<file path="config.mk">
export PLATFORM = sky130hd
export DESIGN_NAME = modbus_rtu_response_checker_core
export DESIGN_NICKNAME = d
export VERILOG_FILES = /design/src/hw/rtl/mrc_pkg.sv /design/src/hw/rtl/mrc_front.sv /design/src/hw/rtl/mrc_queue.sv /design/src/hw/rtl/mrc_back.sv /design/src/hw/rtl/modbus_rtu_response_checker_core.sv
export SDC_FILE = /design/constraint.sdc
export NUM_CORES = 1
export LEC_CHECK = 0
export BUFFER_PORTS_ARGS = -buffer_cell sky130_fd_sc_hd__buf_2
export CORE_ASPECT_RATIO = 1.75
export CORE_MARGIN = 1
export CORE_UTILIZATION = 64
export CTS_CLUSTER_DIAMETER = 100
export DETAILED_ROUTE_END_ITERATION = 6
export PLACE_DENSITY = 0.84
export SETUP_SLACK_MARGIN = 0.2
export SYNTH_ARGS = -nofsm -noshare
export SYNTH_HDL_FRONTEND = slang
export SYNTH_SLANG_ARGS = --single-unit
</file>
<file path="constraint.sdc">
create_clock -name i_clk -period 6.6 [get_ports i_clk]
set_input_delay 0.99 -clock i_clk [delete_from_list [all_inputs] [get_ports i_clk]]
set_output_delay 0.99 -clock i_clk [all_outputs]
set_load 0.005 [all_outputs]
</file>
<file path="src/hw/rtl/mrc_pkg.sv">
// Shared types, constants and the CRC-16 byte update for the Modbus RTU response checker.
`default_nettype none

package mrc_pkg;

    // Frame length limit and derived widths
    localparam int MAX_FRAME   = 256;
    localparam int POS_W       = $clog2(MAX_FRAME + 1);
    localparam int IDX_W       = POS_W - 1;
    localparam int CMP_W       = (IDX_W > 7) ? IDX_W : 7;
    localparam int LEN_W       = (POS_W > 9) ? POS_W : 9;

    // Queue between front and back
    localparam int QUEUE_DEPTH = 2;
    localparam int QPTR_W      = (QUEUE_DEPTH > 1) ? $clog2(QUEUE_DEPTH) : 1;
    localparam int QCNT_W      = $clog2(QUEUE_DEPTH + 1);

    // Configuration port
    localparam int CFG_IDX_W   = 8;
    localparam int CFG_DATA_W  = 16;
    localparam logic [CFG_IDX_W-1:0] CFG_SLAVE = 8'd0;
    localparam logic [CFG_IDX_W-1:0] CFG_MODE  = 8'd1;
    localparam logic [CFG_IDX_W-1:0] CFG_COUNT = 8'd2;
    localparam logic [CFG_IDX_W-1:0] CFG_START = 8'd3;

    // Protocol constants
    localparam logic [7:0]  FC_READ   = 8'd4;
    localparam logic [7:0]  FC_WRITE  = 8'd16;
    localparam logic [7:0]  EXC_FLAG  = 8'h80;
    localparam logic [15:0] CRC_INIT  = 16'hffff;
    localparam logic [15:0] CRC_POLY  = 16'ha001;
    localparam logic [LEN_W-1:0] MIN_LEN   = LEN_W'(5);
    localparam logic [LEN_W-1:0] WRITE_LEN = LEN_W'(8);

    // Result kinds
    localparam logic KIND_WORD   = 1'b0;
    localparam logic KIND_STATUS = 1'b1;

    typedef enum logic [3:0] {
        ST_OK        = 4'd0,
        ST_SHORT     = 4'd1,
        ST_CRC       = 4'd2,
        ST_SLAVE     = 4'd3,
        ST_EXCEPTION = 4'd4,
        ST_FUNCTION  = 4'd5,
        ST_LENGTH    = 4'd6,
        ST_BYTECOUNT = 4'd7,
        ST_ECHO      = 4'd8
    } t_status;

    typedef struct packed {
        logic [7:0]  slave;
        logic        mode;
        logic [6:0]  count;
        logic [15:0] start;
    } t_cfg;

    // One classified byte, as the front hands it to the back
    typedef struct packed {
        logic [7:0]       rx_byte;
        logic             eof;
        logic             first;
        logic             stored;
        logic [POS_W-1:0] pos;
        logic [POS_W-1:0] count;
        logic             overlong;
    } t_item;

    function automatic logic [15:0] crc_fold(input logic [15:0] crc, input logic [7:0] b);
        logic [15:0] c;
        c = crc ^ {8'h00, b};
        for (int k = 0; k < 8; k++) begin
            if (c[0]) begin
                c = (c >> 1) ^ CRC_POLY;
            end else begin
                c = c >> 1;
            end
        end
        return c;
    endfunction

endpackage

`default_nettype wire

</file>
<file path="src/hw/rtl/mrc_front.sv">
// Front end: accepts received words, tracks the byte position and classifies each word.
`default_nettype none

module mrc_front
    import mrc_pkg::*;
(
    input  wire logic  i_clk,
    input  wire logic  i_rst_n,
    input  wire logic  i_valid,
    input  wire logic  i_space,
    input  wire logic  [7:0] i_rx_byte,
    input  wire logic  i_end_of_frame,
    output logic       o_ready,
    output logic       o_push,
    output t_item      o_item
);

    logic [POS_W-1:0] r_pos;
    logic             r_overlong;
    logic [POS_W-1:0] n_pos;
    logic             n_overlong;
    logic             stored;

    always_comb begin
        stored         = !r_overlong && (r_pos < POS_W'(MAX_FRAME));
        o_ready        = i_space;
        o_push         = i_valid && i_space;
        o_item.rx_byte = i_rx_byte;
        o_item.eof     = i_end_of_frame;
        o_item.first   = (r_pos == '0) && !r_overlong;
        o_item.stored  = stored;
        o_item.pos     = r_pos;
        o_item.count   = stored ? r_pos + POS_W'(1) : r_pos;
        o_item.overlong = !stored;
        // drop the frame count at the last word
        if (i_end_of_frame) begin
            n_pos      = '0;
            n_overlong = 1'b0;
        end else begin
            n_pos      = o_item.count;
            n_overlong = !stored;
        end
    end

    always_ff @(posedge i_clk) begin
        if (!i_rst_n) begin
            r_pos      <= '0;
            r_overlong <= 1'b0;
        end else if (o_push) begin
            r_pos      <= n_pos;
            r_overlong <= n_overlong;
        end
    end

endmodule

`default_nettype wire

</file>
<file path="src/hw/rtl/mrc_queue.sv">
// Short queue of classified words between the front and the back.
`default_nettype none

module mrc_queue
    import mrc_pkg::*;
(
    input  wire logic  i_clk,
    input  wire logic  i_rst_n,
    input  wire logic  i_push,
    input  t_item      i_item,
    output logic       o_space,
    input  wire logic  i_pop,
    output logic       o_valid,
    output t_item      o_item
);

    t_item             r_slot [QUEUE_DEPTH];
    logic [QPTR_W-1:0] r_wr_ptr;
    logic [QPTR_W-1:0] r_rd_ptr;
    logic [QCNT_W-1:0] r_count;
    logic              do_pop;

    function automatic logic [QPTR_W-1:0] ptr_next(input logic [QPTR_W-1:0] p);
        return (p == QPTR_W'(QUEUE_DEPTH - 1)) ? '0 : p + QPTR_W'(1);
    endfunction

    assign o_space = (r_count != QCNT_W'(QUEUE_DEPTH));
    assign o_valid = (r_count != '0);
    assign o_item  = r_slot[r_rd_ptr];
    assign do_pop  = i_pop && o_valid;

    always_ff @(posedge i_clk) begin
        if (i_push) begin
            r_slot[r_wr_ptr] <= i_item;
        end
    end

    always_ff @(posedge i_clk) begin
        if (!i_rst_n) begin
            r_wr_ptr <= '0;
            r_rd_ptr <= '0;
            r_count  <= '0;
        end else begin
            if (i_push) begin
                r_wr_ptr <= ptr_next(r_wr_ptr);
            end
            if (do_pop) begin
                r_rd_ptr <= ptr_next(r_rd_ptr);
            end
            if (i_push && !do_pop) begin
                r_count <= r_count + QCNT_W'(1);
            end else if (do_pop && !i_push) begin
                r_count <= r_count - QCNT_W'(1);
            end
        end
    end

endmodule

`default_nettype wire

</file>
<file path="src/hw/rtl/mrc_back.sv">
// Back end: CRC, header capture, register words and frame status into the output register.
`default_nettype none

module mrc_back
    import mrc_pkg::*;
(
    input  wire logic  i_clk,
    input  wire logic  i_rst_n,
    input  t_cfg       i_cfg,
    input  wire logic  i_valid,
    input  t_item      i_item,
    output logic       o_pop,
    output logic       o_out_valid,
    input  wire logic  i_out_ready,
    output logic       o_kind,
    output logic [6:0] o_reg_index,
    output logic [15:0] o_reg_value,
    output logic [3:0] o_status,
    output logic [7:0] o_exception_code
);

    logic [15:0] r_crc;
    logic [7:0]  r_held;
    logic [7:0]  r_addr;
    logic [7:0]  r_func;
    logic [7:0]  r_third;
    logic [15:0] r_echo_start;
    logic [15:0] r_echo_count;
    logic [7:0]  r_pending;

    logic        r_out_valid;
    logic        r_kind;
    logic [6:0]  r_reg_index;
    logic [15:0] r_reg_value;
    t_status     r_status;
    logic [7:0]  r_exc;

    logic             take;
    logic             odd_high;
    logic [CMP_W-1:0] idx;
    logic             emit_word;
    logic [7:0]       fc;
    logic [LEN_W-1:0] n_len;
    logic [LEN_W-1:0] exp_len;
    logic [15:0]      received;
    t_status          status;
    logic [7:0]       exc;

    always_comb begin
        take      = !r_out_valid || i_out_ready;
        o_pop     = i_valid && take;
        odd_high  = (i_item.pos >= POS_W'(3)) && i_item.pos[0];
        idx       = CMP_W'((i_item.pos - POS_W'(4)) >> 1);
        emit_word = i_item.stored && !odd_high && !i_item.eof && !i_cfg.mode
                    && (i_item.pos >= POS_W'(4)) && (idx < CMP_W'(i_cfg.count));
        fc        = i_cfg.mode ? FC_WRITE : FC_READ;
        n_len     = LEN_W'(i_item.count);
        exp_len   = MIN_LEN + (LEN_W'(i_cfg.count) << 1);
        received  = {i_item.rx_byte, r_held};
        exc       = 8'h00;
        // checks in priority order
        if (!i_item.overlong && (n_len < MIN_LEN)) begin
            status = ST_SHORT;
        end else if (received != r_crc) begin
            status = ST_CRC;
        end else if (r_addr != i_cfg.slave) begin
            status = ST_SLAVE;
        end else if (r_func == (fc | EXC_FLAG)) begin
            status = ST_EXCEPTION;
            exc    = r_third;
        end else if (r_func != fc) begin
            status = ST_FUNCTION;
        end else if (!i_cfg.mode) begin
            if (i_item.overlong || (n_len != exp_len)) begin
                status = ST_LENGTH;
            end else if (r_third != {i_cfg.count, 1'b0}) begin
                status = ST_BYTECOUNT;
            end else begin
                status = ST_OK;
            end
        end else begin
            if (i_item.overlong || (n_len != WRITE_LEN)) begin
                status = ST_LENGTH;
            end else if ((r_echo_start != i_cfg.start)
                         || (r_echo_count != {9'd0, i_cfg.count})) begin
                status = ST_ECHO;
            end else begin
                status = ST_OK;
            end
        end
    end

    // Frame state
    always_ff @(posedge i_clk) begin
        if (!i_rst_n) begin
            r_crc        <= CRC_INIT;
            r_held       <= '0;
            r_addr       <= '0;
            r_func       <= '0;
            r_third      <= '0;
            r_echo_start <= '0;
            r_echo_count <= '0;
            r_pending    <= '0;
        end else if (o_pop) begin
            if (i_item.eof) begin
                r_crc        <= CRC_INIT;
                r_held       <= '0;
                r_addr       <= '0;
                r_func       <= '0;
                r_third      <= '0;
                r_echo_start <= '0;
                r_echo_count <= '0;
                r_pending    <= '0;
            end else begin
                // CRC trails the input by one word
                if (!i_item.first) begin
                    r_crc <= crc_fold(r_crc, r_held);
                end
                r_held <= i_item.rx_byte;
                if (i_item.stored) begin
                    if (i_item.pos == POS_W'(0)) begin
                        r_addr <= i_item.rx_byte;
                    end
                    if (i_item.pos == POS_W'(1)) begin
                        r_func <= i_item.rx_byte;
                    end
                    if (i_item.pos == POS_W'(2)) begin
                        r_third            <= i_item.rx_byte;
                        r_echo_start[15:8] <= i_item.rx_byte;
                    end
                    if (i_item.pos == POS_W'(3)) begin
                        r_echo_start[7:0] <= i_item.rx_byte;
                    end
                    if (i_item.pos == POS_W'(4)) begin
                        r_echo_count[15:8] <= i_item.rx_byte;
                    end
                    if (i_item.pos == POS_W'(5)) begin
                        r_echo_count[7:0] <= i_item.rx_byte;
                    end
                    if (odd_high) begin
                        r_pending <= i_item.rx_byte;
                    end
                end
            end
        end
    end

    // Output register
    always_ff @(posedge i_clk) begin
        if (!i_rst_n) begin
            r_out_valid <= 1'b0;
        end else if (o_pop && (emit_word || i_item.eof)) begin
            r_out_valid <= 1'b1;
        end else if (i_out_ready) begin
            r_out_valid <= 1'b0;
        end
    end

    always_ff @(posedge i_clk) begin
        if (o_pop && i_item.eof) begin
            r_kind      <= KIND_STATUS;
            r_reg_index <= '0;
            r_reg_value <= '0;
            r_status    <= status;
            r_exc       <= exc;
        end else if (o_pop && emit_word) begin
            r_kind      <= KIND_WORD;
            r_reg_index <= idx[6:0];
            r_reg_value <= {r_pending, i_item.rx_byte};
            r_status    <= ST_OK;
            r_exc       <= '0;
        end
    end

    assign o_out_valid      = r_out_valid;
    assign o_kind           = r_kind;
    assign o_reg_index      = r_reg_index;
    assign o_reg_value      = r_reg_value;
    assign o_status         = r_status;
    assign o_exception_code = r_exc;

endmodule

`default_nettype wire

</file>
<file path="src/hw/rtl/modbus_rtu_response_checker_core.sv">
// Modbus RTU response checker: top level with configuration registers and assertions.
//
// Usage: received response bytes enter on the in channel (i_rx_byte, i_end_of_frame set on
// the last byte of a frame). Results leave on the out channel: in read mode (function 4)
// one provisional register word per completed big-endian pair inside the requested count,
// and for every frame one status word at its last byte (o_kind high). Register words of a
// frame are valid only if that frame's status is ok.
// Configuration: write index 0 slave, 1 mode, 2 count, 3 start address on the cfg channel
// between frames; o_cfg_ready is always high.
// Throughput: one byte per cycle unless the receiver stalls. The front counts positions, a
// two-entry queue decouples it from the back, which folds the CRC-16 one byte per cycle and
// drives the output register; an accepted byte is queued before its result is registered.
// Reset clears the frame state and sets the registers to slave 1, mode 0, count 1, start 0.
// When the receiver stalls, the output register holds its word; the queue fills behind it
// and o_in_ready falls once both entries are taken.
`default_nettype none

module modbus_rtu_response_checker_core
    import mrc_pkg::*;
(
    input  wire logic                  i_clk,
    input  wire logic                  i_rst_n,
    input  wire logic                  i_in_valid,
    output logic                       o_in_ready,
    input  wire logic [7:0]            i_rx_byte,
    input  wire logic                  i_end_of_frame,
    output logic                       o_out_valid,
    input  wire logic                  i_out_ready,
    output logic                       o_kind,
    output logic [6:0]                 o_reg_index,
    output logic [15:0]                o_reg_value,
    output logic [3:0]                 o_status,
    output logic [7:0]                 o_exception_code,
    input  wire logic                  i_cfg_valid,
    output logic                       o_cfg_ready,
    input  wire logic [CFG_IDX_W-1:0]  i_cfg_index,
    input  wire logic [CFG_DATA_W-1:0] i_cfg_data
);

    t_cfg  r_cfg;
    t_item front_item;
    t_item queue_item;
    logic  front_push;
    logic  queue_space;
    logic  queue_valid;
    logic  back_pop;

    assign o_cfg_ready = 1'b1;

    always_ff @(posedge i_clk) begin
        if (!i_rst_n) begin
            r_cfg.slave <= 8'd1;
            r_cfg.mode  <= 1'b0;
            r_cfg.count <= 7'd1;
            r_cfg.start <= 16'd0;
        end else if (i_cfg_valid) begin
            case (i_cfg_index)
                CFG_SLAVE: r_cfg.slave <= i_cfg_data[7:0];
                CFG_MODE:  r_cfg.mode  <= i_cfg_data[0];
                CFG_COUNT: r_cfg.count <= i_cfg_data[6:0];
                CFG_START: r_cfg.start <= i_cfg_data;
                default: begin
                end
            endcase
        end
    end

    mrc_front u_front (
        .i_clk          (i_clk),
        .i_rst_n        (i_rst_n),
        .i_valid        (i_in_valid),
        .i_space        (queue_space),
        .i_rx_byte      (i_rx_byte),
        .i_end_of_frame (i_end_of_frame),
        .o_ready        (o_in_ready),
        .o_push         (front_push),
        .o_item         (front_item)
    );

    mrc_queue u_queue (
        .i_clk   (i_clk),
        .i_rst_n (i_rst_n),
        .i_push  (front_push),
        .i_item  (front_item),
        .o_space (queue_space),
        .i_pop   (back_pop),
        .o_valid (queue_valid),
        .o_item  (queue_item)
    );

    mrc_back u_back (
        .i_clk            (i_clk),
        .i_rst_n          (i_rst_n),
        .i_cfg            (r_cfg),
        .i_valid          (queue_valid),
        .i_item           (queue_item),
        .o_pop            (back_pop),
        .o_out_valid      (o_out_valid),
        .i_out_ready      (i_out_ready),
        .o_kind           (o_kind),
        .o_reg_index      (o_reg_index),
        .o_reg_value      (o_reg_value),
        .o_status         (o_status),
        .o_exception_code (o_exception_code)
    );

    a_reset_clears_out: assert property (@(posedge i_clk)
        !i_rst_n |=> !o_out_valid)
        else $error("output valid after reset");

    a_exc_only_on_exception: assert property (@(posedge i_clk) disable iff (!i_rst_n)
        (o_out_valid && (o_status != ST_EXCEPTION)) |-> (o_exception_code == 8'h00))
        else $error("exception code without exception status");

    a_word_only_in_read: assert property (@(posedge i_clk) disable iff (!i_rst_n)
        (o_out_valid && (o_kind == KIND_WORD)) |-> !r_cfg.mode)
        else $error("register word in write mode");

    a_word_index_in_count: assert property (@(posedge i_clk) disable iff (!i_rst_n)
        (o_out_valid && (o_kind == KIND_WORD)) |-> (o_reg_index < r_cfg.count))
        else $error("register word beyond requested count");

endmodule

`default_nettype wire
</file>
==> impl_metrics.xml, run 1 <==
<?xml version="1.0" encoding="UTF-8"?>
<metrics>
  <group name="clocking">
    <metric name="post_cts_hold_buffer_count" unit="">0</metric>
    <metric name="tritoncts" unit="">yes</metric>
    <metric name="cts-root-to-sink-buffers" unit="">3</metric>
    <metric name="clk_pin_slew" unit="ns">0.07</metric>
    <metric name="cts_post_setup_buffers_inserted" unit="">0</metric>
    <metric name="clk_root_buffer_cell" unit="">sky130_fd_sc_hd__clkbuf_16</metric>
    <metric name="numClockSinks" unit="">224</metric>
    <metric name="h-tree-depth" unit="">1</metric>
    <metric name="post_cts_resize_count" unit="">0</metric>
    <metric name="worst_skew_pair.late_latency" unit="ns">0.49</metric>
    <metric name="cts_inserted_buffers" unit="">19</metric>
  </group>
  <group name="sta">
    <metric name="max_clock_freq" unit="MHz">243</metric>
    <metric name="unrepaired_setup_endpoints_after_global_routing" unit="">no</metric>
    <metric name="min_period_over_period" unit="%">62.3</metric>
    <metric name="finalHoldViolCount" unit="">0</metric>
    <metric name="worst_slew_margin_rel" unit="%">31.7</metric>
    <metric name="fin_tns_setup" unit="ns">0</metric>
    <metric name="final_period_minus_worst_setup_slack" unit="ns">4.11</metric>
    <metric name="tightestPinTransition" unit="ns">1.02</metric>
    <metric name="setup_viol" unit="">0</metric>
    <metric name="final-max-slew-violation-count" unit="">0</metric>
    <metric name="finalClockSkew" unit="ns">0.0102</metric>
  </group>
  <group name="worst_hold_path">
    <metric name="holdPathEnd" unit="">u_back.o_reg_index[3]</metric>
    <metric name="worst_hold_path_type" unit="">reg2reg</metric>
    <metric name="hold_path_depth" unit="">2</metric>
    <metric name="timing.hold.worst.start" unit="">u_back.o_reg_index[3]</metric>
  </group>
  <group name="logic_synthesis">
    <metric name="post_synth_main_area_contributors" unit="">sky130_fd_sc_hd__dfxtp_1, sky130_fd_sc_hd__edfxtp_1, sky130_fd_sc_hd__mux2i_1, sky130_fd_sc_hd__nor2_1, sky130_fd_sc_hd__xnor2_1</metric>
    <metric name="async_flop_share" unit="%">0</metric>
    <metric name="netlist.area_leader.share" unit="%">30.1</metric>
    <metric name="avgSynthCellArea" unit="sq um">10.1</metric>
    <metric name="synthesis.instances" unit="">1003</metric>
    <metric name="post_synth_instance_area" unit="sq um">10100</metric>
    <metric name="netlist-cell-type-count" unit="">68</metric>
    <metric name="postSynthNetCount" unit="">1057</metric>
    <metric name="yosys_register_bits" unit="">224</metric>
    <metric name="fraction_of_the_yosys_area_taken_by_sequential_cells" unit="%">51.5</metric>
    <metric name="number_of_enable_type_register_cells_in_the_synthesized_netlist" unit="">72</metric>
    <metric name="yosys_most_used_dff" unit="">sky130_fd_sc_hd__dfxtp_1</metric>
    <metric name="netlist.top_cell.by_area" unit="">sky130_fd_sc_hd__dfxtp_1</metric>
    <metric name="ys_warn_count" unit="">0</metric>
  </group>
  <group name="worst_setup_path">
    <metric name="critPathLaunchType" unit="">register</metric>
    <metric name="critical_path_class" unit="">reg2reg</metric>
    <metric name="critical_path_peak_fanout" unit="">27</metric>
    <metric name="ff2ff_path_depth" unit="">10</metric>
    <metric name="cp_data_required_time" unit="ns">6.72</metric>
    <metric name="rrSetupSlack" unit="ns">2.49</metric>
    <metric name="critical_path.reg2reg.endpoint" unit="">u_back.o_exception_code[1]</metric>
    <metric name="timing.critical_path.arrival" unit="ns">4.24</metric>
    <metric name="end_kind" unit="">register</metric>
  </group>
  <group name="global_route">
    <metric name="grt_start_max_net_pins" unit="">97</metric>
    <metric name="track_usage" unit="%">29.0</metric>
    <metric name="grt_pass1_wl" unit="microns">37500</metric>
    <metric name="grt_pass1_vias" unit="">7293</metric>
    <metric name="number_of_antenna_violations_at_the_first_check_in_global_routing" unit="">0</metric>
    <metric name="overflow" unit="">0</metric>
  </group>
  <group name="routing">
    <metric name="number_of_remaining_drc_errors" unit="">0</metric>
    <metric name="post_drt_wl_per_cell" unit="microns">19.1</metric>
    <metric name="routed-via-count" unit="">7601</metric>
    <metric name="antenna_violating_nets_post_route" unit="">0</metric>
    <metric name="drt_pre_antenna_iters" unit="">5</metric>
    <metric name="drt_iter0_markers" unit="">495</metric>
    <metric name="vias_per_cell" unit="">6.07</metric>
    <metric name="totalWireLength" unit="microns">23900</metric>
  </group>
  <group name="floorplan">
    <metric name="die_y" unit="microns">168</metric>
    <metric name="core-area" unit="sq um">15400</metric>
    <metric name="starting_density_of_the_core" unit="%">65.7</metric>
    <metric name="top_level_ports" unit="">77</metric>
    <metric name="die-width" unit="microns">97.0</metric>
    <metric name="std_cell_rows" unit="">60</metric>
    <metric name="die_area" unit="sq um">16300</metric>
  </group>
  <group name="finish">
    <metric name="antenna_cells" unit="">0</metric>
    <metric name="flow.area_growth_from_synthesis" unit="%">10.4</metric>
    <metric name="mostFrequentLayoutCell" unit="">sky130_fd_sc_hd__dfxtp_1</metric>
    <metric name="layout_filler_cell_count" unit="">1105</metric>
    <metric name="most_frequent_cells_in_the_layout" unit="">sky130_fd_sc_hd__dfxtp_1, sky130_fd_sc_hd__nor2_1, sky130_fd_sc_hd__nand2_1</metric>
    <metric name="layoutNonFillerInstCount" unit="">1252</metric>
    <metric name="final_layout_size_suffix_gt1_share" unit="%">13.7</metric>
    <metric name="nets" unit="">1108</metric>
  </group>
  <group name="power_and_ir_drop">
    <metric name="report.power.total" unit="W">0.00422</metric>
    <metric name="leakage" unit="nW">4.39</metric>
    <metric name="powerDensity" unit="nW/um^2">378</metric>
    <metric name="worst_ir_drop_vdd" unit="V">0.000234</metric>
  </group>
  <group name="placed_design">
    <metric name="place.detailed.hpwl" unit="microns">17300</metric>
    <metric name="gp_congestion" unit="">0.916</metric>
    <metric name="placedCellCount" unit="">1219</metric>
    <metric name="port_buffers" unit="">75</metric>
  </group>
  <group name="status">
    <metric name="run_status" unit="">finished clean</metric>
  </group>
  <group name="run">
    <metric name="max_cap_viols" unit="">0</metric>
  </group>
</metrics>
-- worst max-delay path by stage --
stage | endpoint | slack, ns | cells past startpoint
final | u_back.o_exception_code[1] | 2.49 | 10
after global routing | u_back.o_exception_code[3] | 2.16 | 10
after CTS | u_back.o_exception_code[3] | 2.54 | 10
after detailed placement | u_back.o_exception_code[6] | 2.56 | 10
after global placement | u_back.o_exception_code[1] | 2.68 | 10
after floorplan | u_back.o_exception_code[0] | 2.98 | 13
-- final cells by class --
class	instances	area, sq um	share of cell area [%]
clock buffer	22	517	4.63
tap	186	233	2.08
inverter	19	72.6	0.650
sequential	224	5210	46.6
multi-input combinational	705	4610	41.3
timing repair buffer	85	450	4.03
clock inverter	11	81.3	0.728
-- worst max-delay path, cell delays in order, from the launching register on --
cell	delay, ns
sky130_fd_sc_hd__dfxtp_2	0.69
sky130_fd_sc_hd__nor3b_1	0.58
sky130_fd_sc_hd__o221ai_1	0.27
sky130_fd_sc_hd__xor2_1	0.17
sky130_fd_sc_hd__mux2i_1	0.12
sky130_fd_sc_hd__ha_1	0.22
sky130_fd_sc_hd__nor2_1	0.08
sky130_fd_sc_hd__o311a_1	0.18
sky130_fd_sc_hd__and3_1	0.68
sky130_fd_sc_hd__nand2_1	0.26
sky130_fd_sc_hd__nand2_1	0.48
-- through the flow --
step	hold slack, ns	utilization [%]	worst slack [ns]	area (sq um)
final	0.465	72.6	2.49	11200
after CTS	0.464	72.6	2.54	11200
after global routing	0.492	72.6	2.16	11200
after global placement	0.447	68.7	2.68	10600
after detailed placement	0.454	68.7	2.56	10600
after floorplan	0.424	-	2.98	10100
-- layer usage --
metal | track usage, % | up-vias | part of all wire, %
met3 | 3.94 | 89 | 6.0
met5 | 0 | - | 0
met1 | 31.9 | 3612 | 36
li1 | - | 3623 | -
met2 | 52.1 | 277 | 51
met4 | 18.5 | 0 | 6.6
-- synthesized netlist by cell type, types with 5 or more instances --
library cell,number
sky130_fd_sc_hd__dfxtp_1,152
sky130_fd_sc_hd__mux2i_1,72
sky130_fd_sc_hd__inv_1,19
sky130_fd_sc_hd__nor3b_1,5
sky130_fd_sc_hd__or4_1,6
sky130_fd_sc_hd__ha_1,16
sky130_fd_sc_hd__nand2_1,77
sky130_fd_sc_hd__nor4_1,12
sky130_fd_sc_hd__a21oi_1,56
sky130_fd_sc_hd__buf_2,12
sky130_fd_sc_hd__nand3_1,27
sky130_fd_sc_hd__a22oi_1,8
sky130_fd_sc_hd__and2_1,9
sky130_fd_sc_hd__nor2_1,140
sky130_fd_sc_hd__o211ai_1,5
sky130_fd_sc_hd__xor2_1,32
sky130_fd_sc_hd__nand4_1,13
sky130_fd_sc_hd__edfxtp_1,72
sky130_fd_sc_hd__xnor2_1,52
sky130_fd_sc_hd__clkbuf_1,36
sky130_fd_sc_hd__o21ai_0,21
sky130_fd_sc_hd__nand2b_1,14
sky130_fd_sc_hd__nand3b_1,28
sky130_fd_sc_hd__a31oi_1,18
sky130_fd_sc_hd__a211oi_1,13
sky130_fd_sc_hd__nor3_1,12
-- power breakdown --
group / internal (W) / total [W] / switching [W]
Combinational: 0.000538 / 0.00134 / 0.000805
Sequential: 0.00165 / 0.00179 / 0.000149
Clock: 0.000601 / 0.00109 / 0.000485
Total: 0.00278 / 0.00422 / 0.00144
-- cell families (layout without fill, tap and decap cells) --
logic type	count (synthesis)	in the layout	share of synthesized area, %
adder cells (fa/ha/maj)	16	16	1.98
AND/OR/NAND/NOR	372	372	18.1
AO/OA/AOI/OAI	152	152	9.69
multiplexers	77	77	7.68
XOR/XNOR	87	87	7.95
flip-flops	224	224	51.5
other	1	1	0.0371
buffers and inverters	74	137	3.08
-- flip-flops by register name, summed over array words and instances (netlist names), 2 cells and up, named ones only --
signal and count:
r_cfg 32, u_back.o_exception_code 8, u_back.o_reg_index 7, u_back.o_reg_value 16, u_back.o_status 4, u_back.r_addr 8
u_back.r_crc 16, u_back.r_echo_count 16, u_back.r_echo_start 16, u_back.r_func 8, u_back.r_held 8, u_back.r_pending 8
u_front.r_pos 9, u_queue.r_count 2, u_queue.r_slot 60
Note: power is estimated with default switching activity, not from simulation.
==> inputs of run 2 (changes only) <==
--- a/config.mk
+++ b/config.mk
@@ -8,10 +8,10 @@
 export BUFFER_PORTS_ARGS = -buffer_cell sky130_fd_sc_hd__buf_2
 export CORE_ASPECT_RATIO = 1.75
 export CORE_MARGIN = 1
-export CORE_UTILIZATION = 64
+export CORE_UTILIZATION = 60
 export CTS_CLUSTER_DIAMETER = 100
 export DETAILED_ROUTE_END_ITERATION = 6
-export PLACE_DENSITY = 0.84
+export PLACE_DENSITY = 0.8
 export SETUP_SLACK_MARGIN = 0.2
 export SYNTH_ARGS = -nofsm -noshare
 export SYNTH_HDL_FRONTEND = slang
==> constraint.sdc (replaced) <==
create_clock -name i_clk -period 4 [get_ports i_clk]
set_input_delay 0.6 -clock i_clk [delete_from_list [all_inputs] [get_ports i_clk]]
set_output_delay 0.6 -clock i_clk [all_outputs]
set_load 0.005 [all_outputs]
==> impl_metrics.xml, run 2 (synthesis gave the netlist of run 1 again) <==
<?xml version="1.0" encoding="UTF-8"?>
<metrics>
  <group name="status">
    <metric name="run_status" unit="">finished clean</metric>
  </group>
  <group name="sta">
    <metric name="worst_slew_margin_rel" unit="%">41.2</metric>
    <metric name="setup_viol" unit="">0</metric>
    <metric name="fin_tns_setup" unit="ns">0</metric>
    <metric name="finalClockSkew" unit="ns">0.00959</metric>
    <metric name="tightestPinTransition" unit="ns">0.880</metric>
    <metric name="unrepaired_setup_endpoints_after_global_routing" unit="">no</metric>
    <metric name="max_clock_freq" unit="MHz">313</metric>
    <metric name="final-max-slew-violation-count" unit="">0</metric>
    <metric name="min_period_over_period" unit="%">80.0</metric>
    <metric name="finalHoldViolCount" unit="">0</metric>
    <metric name="final_period_minus_worst_setup_slack" unit="ns">3.20</metric>
  </group>
  <group name="global_route">
    <metric name="overflow" unit="">0</metric>
    <metric name="grt_pass1_vias" unit="">7474</metric>
    <metric name="grt_start_max_net_pins" unit="">57</metric>
    <metric name="grt_pass1_wl" unit="microns">37800</metric>
    <metric name="number_of_antenna_violations_at_the_first_check_in_global_routing" unit="">0</metric>
    <metric name="track_usage" unit="%">27.7</metric>
  </group>
  <group name="routing">
    <metric name="post_drt_wl_per_cell" unit="microns">18.3</metric>
    <metric name="antenna_violating_nets_post_route" unit="">0</metric>
    <metric name="routed-via-count" unit="">7698</metric>
    <metric name="vias_per_cell" unit="">5.90</metric>
    <metric name="totalWireLength" unit="microns">23900</metric>
    <metric name="drt_pre_antenna_iters" unit="">6</metric>
    <metric name="drt_iter0_markers" unit="">481</metric>
    <metric name="number_of_remaining_drc_errors" unit="">0</metric>
  </group>
  <group name="clocking">
    <metric name="tritoncts" unit="">yes</metric>
    <metric name="clk_root_buffer_cell" unit="">sky130_fd_sc_hd__clkbuf_16</metric>
    <metric name="clk_pin_slew" unit="ns">0.06</metric>
    <metric name="h-tree-depth" unit="">1</metric>
    <metric name="post_cts_resize_count" unit="">0</metric>
    <metric name="post_cts_hold_buffer_count" unit="">0</metric>
    <metric name="worst_skew_pair.late_latency" unit="ns">0.50</metric>
    <metric name="numClockSinks" unit="">224</metric>
    <metric name="cts-root-to-sink-buffers" unit="">3</metric>
    <metric name="cts_inserted_buffers" unit="">21</metric>
    <metric name="cts_post_setup_buffers_inserted" unit="">0</metric>
  </group>
  <group name="power_and_ir_drop">
    <metric name="leakage" unit="nW">4.48</metric>
    <metric name="worst_ir_drop_vdd" unit="V">0.000377</metric>
    <metric name="powerDensity" unit="nW/um^2">637</metric>
  </group>
  <group name="finish">
    <metric name="regMostFlops" unit="">u_queue.r_slot</metric>
    <metric name="flow.area_growth_from_synthesis" unit="%">12.8</metric>
    <metric name="number_of_flip_flops_in_the_largest_register" unit="">60</metric>
    <metric name="final_layout_size_suffix_gt1_share" unit="%">14.5</metric>
    <metric name="antenna_cells" unit="">0</metric>
    <metric name="layout_filler_cell_count" unit="">1272</metric>
    <metric name="post_layout_instance_area" unit="sq um">11400</metric>
    <metric name="biggestRegsByFlops" unit="">u_queue.r_slot x60, r_cfg x32</metric>
    <metric name="mostFrequentLayoutCell" unit="">sky130_fd_sc_hd__dfxtp_1</metric>
    <metric name="nets" unit="">1122</metric>
    <metric name="most_frequent_cells_in_the_layout" unit="">sky130_fd_sc_hd__dfxtp_1, sky130_fd_sc_hd__nor2_1, sky130_fd_sc_hd__nand2_1</metric>
    <metric name="final-seq-area" unit="sq um">5210</metric>
    <metric name="multi_input_comb_area" unit="sq um">4610</metric>
  </group>
  <group name="floorplan">
    <metric name="die-width" unit="microns">100</metric>
    <metric name="top_level_ports" unit="">77</metric>
    <metric name="starting_density_of_the_core" unit="%">61.5</metric>
    <metric name="std_cell_rows" unit="">62</metric>
    <metric name="core-area" unit="sq um">16400</metric>
    <metric name="die_y" unit="microns">174</metric>
    <metric name="die_area" unit="sq um">17400</metric>
  </group>
  <group name="worst_setup_path">
    <metric name="timing.critical_path.arrival" unit="ns">3.33</metric>
    <metric name="ff2ff_path_depth" unit="">8</metric>
    <metric name="cp_slowest_cell" unit="">sky130_fd_sc_hd__nor3b_1</metric>
    <metric name="cp.buffers_inverters" unit="">0</metric>
    <metric name="path_common_cell" unit="">sky130_fd_sc_hd__nand2_1</metric>
    <metric name="critPathLaunchType" unit="">register</metric>
    <metric name="timing.critical_path.max_delay_family" unit="">simple AND/OR/NAND/NOR gates</metric>
    <metric name="critical_path_class" unit="">reg2reg</metric>
    <metric name="cp_data_required_time" unit="ns">4.13</metric>
    <metric name="critical_path_peak_fanout" unit="">12</metric>
    <metric name="crit_path_max_incr_delay" unit="ns">0.57</metric>
    <metric name="critical_path.reg2reg.endpoint" unit="">u_back.o_exception_code[4]</metric>
    <metric name="rrSetupSlack" unit="ns">0.80</metric>
    <metric name="crit_path_cell_trace" unit="">nor3b_1, o21ai_1, xor2_1, ha_1, o21a_1, o31ai_2, nand2_1, nand2_1</metric>
    <metric name="end_kind" unit="">register</metric>
  </group>
  <group name="run">
    <metric name="max_cap_viols" unit="">0</metric>
  </group>
  <group name="placed_design">
    <metric name="place.detailed.hpwl" unit="microns">17300</metric>
    <metric name="area_after_dpl" unit="sq um">10700</metric>
    <metric name="port_buffers" unit="">75</metric>
    <metric name="gp_congestion" unit="">0.949</metric>
  </group>
  <group name="worst_hold_path">
    <metric name="worst_hold_path_type" unit="">in2reg</metric>
    <metric name="holdPathEnd" unit="">u_queue.r_slot[1][26]</metric>
    <metric name="hold_path_depth" unit="">1</metric>
    <metric name="timing.hold.worst.start" unit="">i_rx_byte[4]</metric>
  </group>
</metrics>
==> run 2: through the flow <==
stage	worst slack (ns)	instances	utilization (%)	hold WS [ns]	power (W)
finish	0.800	1305	69.4	0.292	0.00727
global route	0.505	1305	69.4	0.279	0.00761
floorplan	0.381	1003	-	0.424	0.00455
detailed placement	0.836	1269	65.1	0.460	0.00521
CTS	0.822	1305	69.4	0.279	0.00727
global placement	0.917	1269	65.1	0.449	0.00516
==> run 2: per-layer routing <==
metal	GRT usage [%]	vias to the layer above	share of wire (%)
met5	0	-	0
met3	3.31	78	5.1
met2	50.7	260	53
met4	13.6	0	4.7
li1	-	3664	-
met1	31.0	3696	37
==> run 2: layout make-up <==
| cell class | instances | area share [%] |
|---|---|---|
| flip-flops and latches | 224 | 45.6 |
| well taps | 224 | 2.46 |
| repair buffers | 97 | 4.74 |
| clock buffers | 28 | 4.92 |
| multi-input cells | 705 | 40.4 |
| inverters | 19 | 0.636 |
| clock inverters | 8 | 1.23 |
==> run 2: power breakdown <==
group          internal, W  leakage, nW  total [W]  switching (W)
combinational     0.000910         2.23    0.00226        0.00135
sequential         0.00272         1.91    0.00295       0.000228
clock              0.00124        0.343    0.00207       0.000827
==> run 2: worst max path at each step <==
| stage | to | depth (start not counted) | from | slack (ns) |
|---|---|---|---|---|
| 6_report | u_back.o_exception_code[4] | 8 | register | 0.80 |
| 5_1_grt | u_back.o_reg_value[8] | 8 | register | 0.50 |
| 4_1_cts | u_back.o_exception_code[6] | 10 | register | 0.82 |
| 3_5_place_dp | u_back.o_exception_code[4] | 10 | register | 0.84 |
| 3_3_place_gp | u_back.o_exception_code[7] | 8 | register | 0.92 |
| 2_1_floorplan | u_back.o_exception_code[0] | 13 | register | 0.38 |
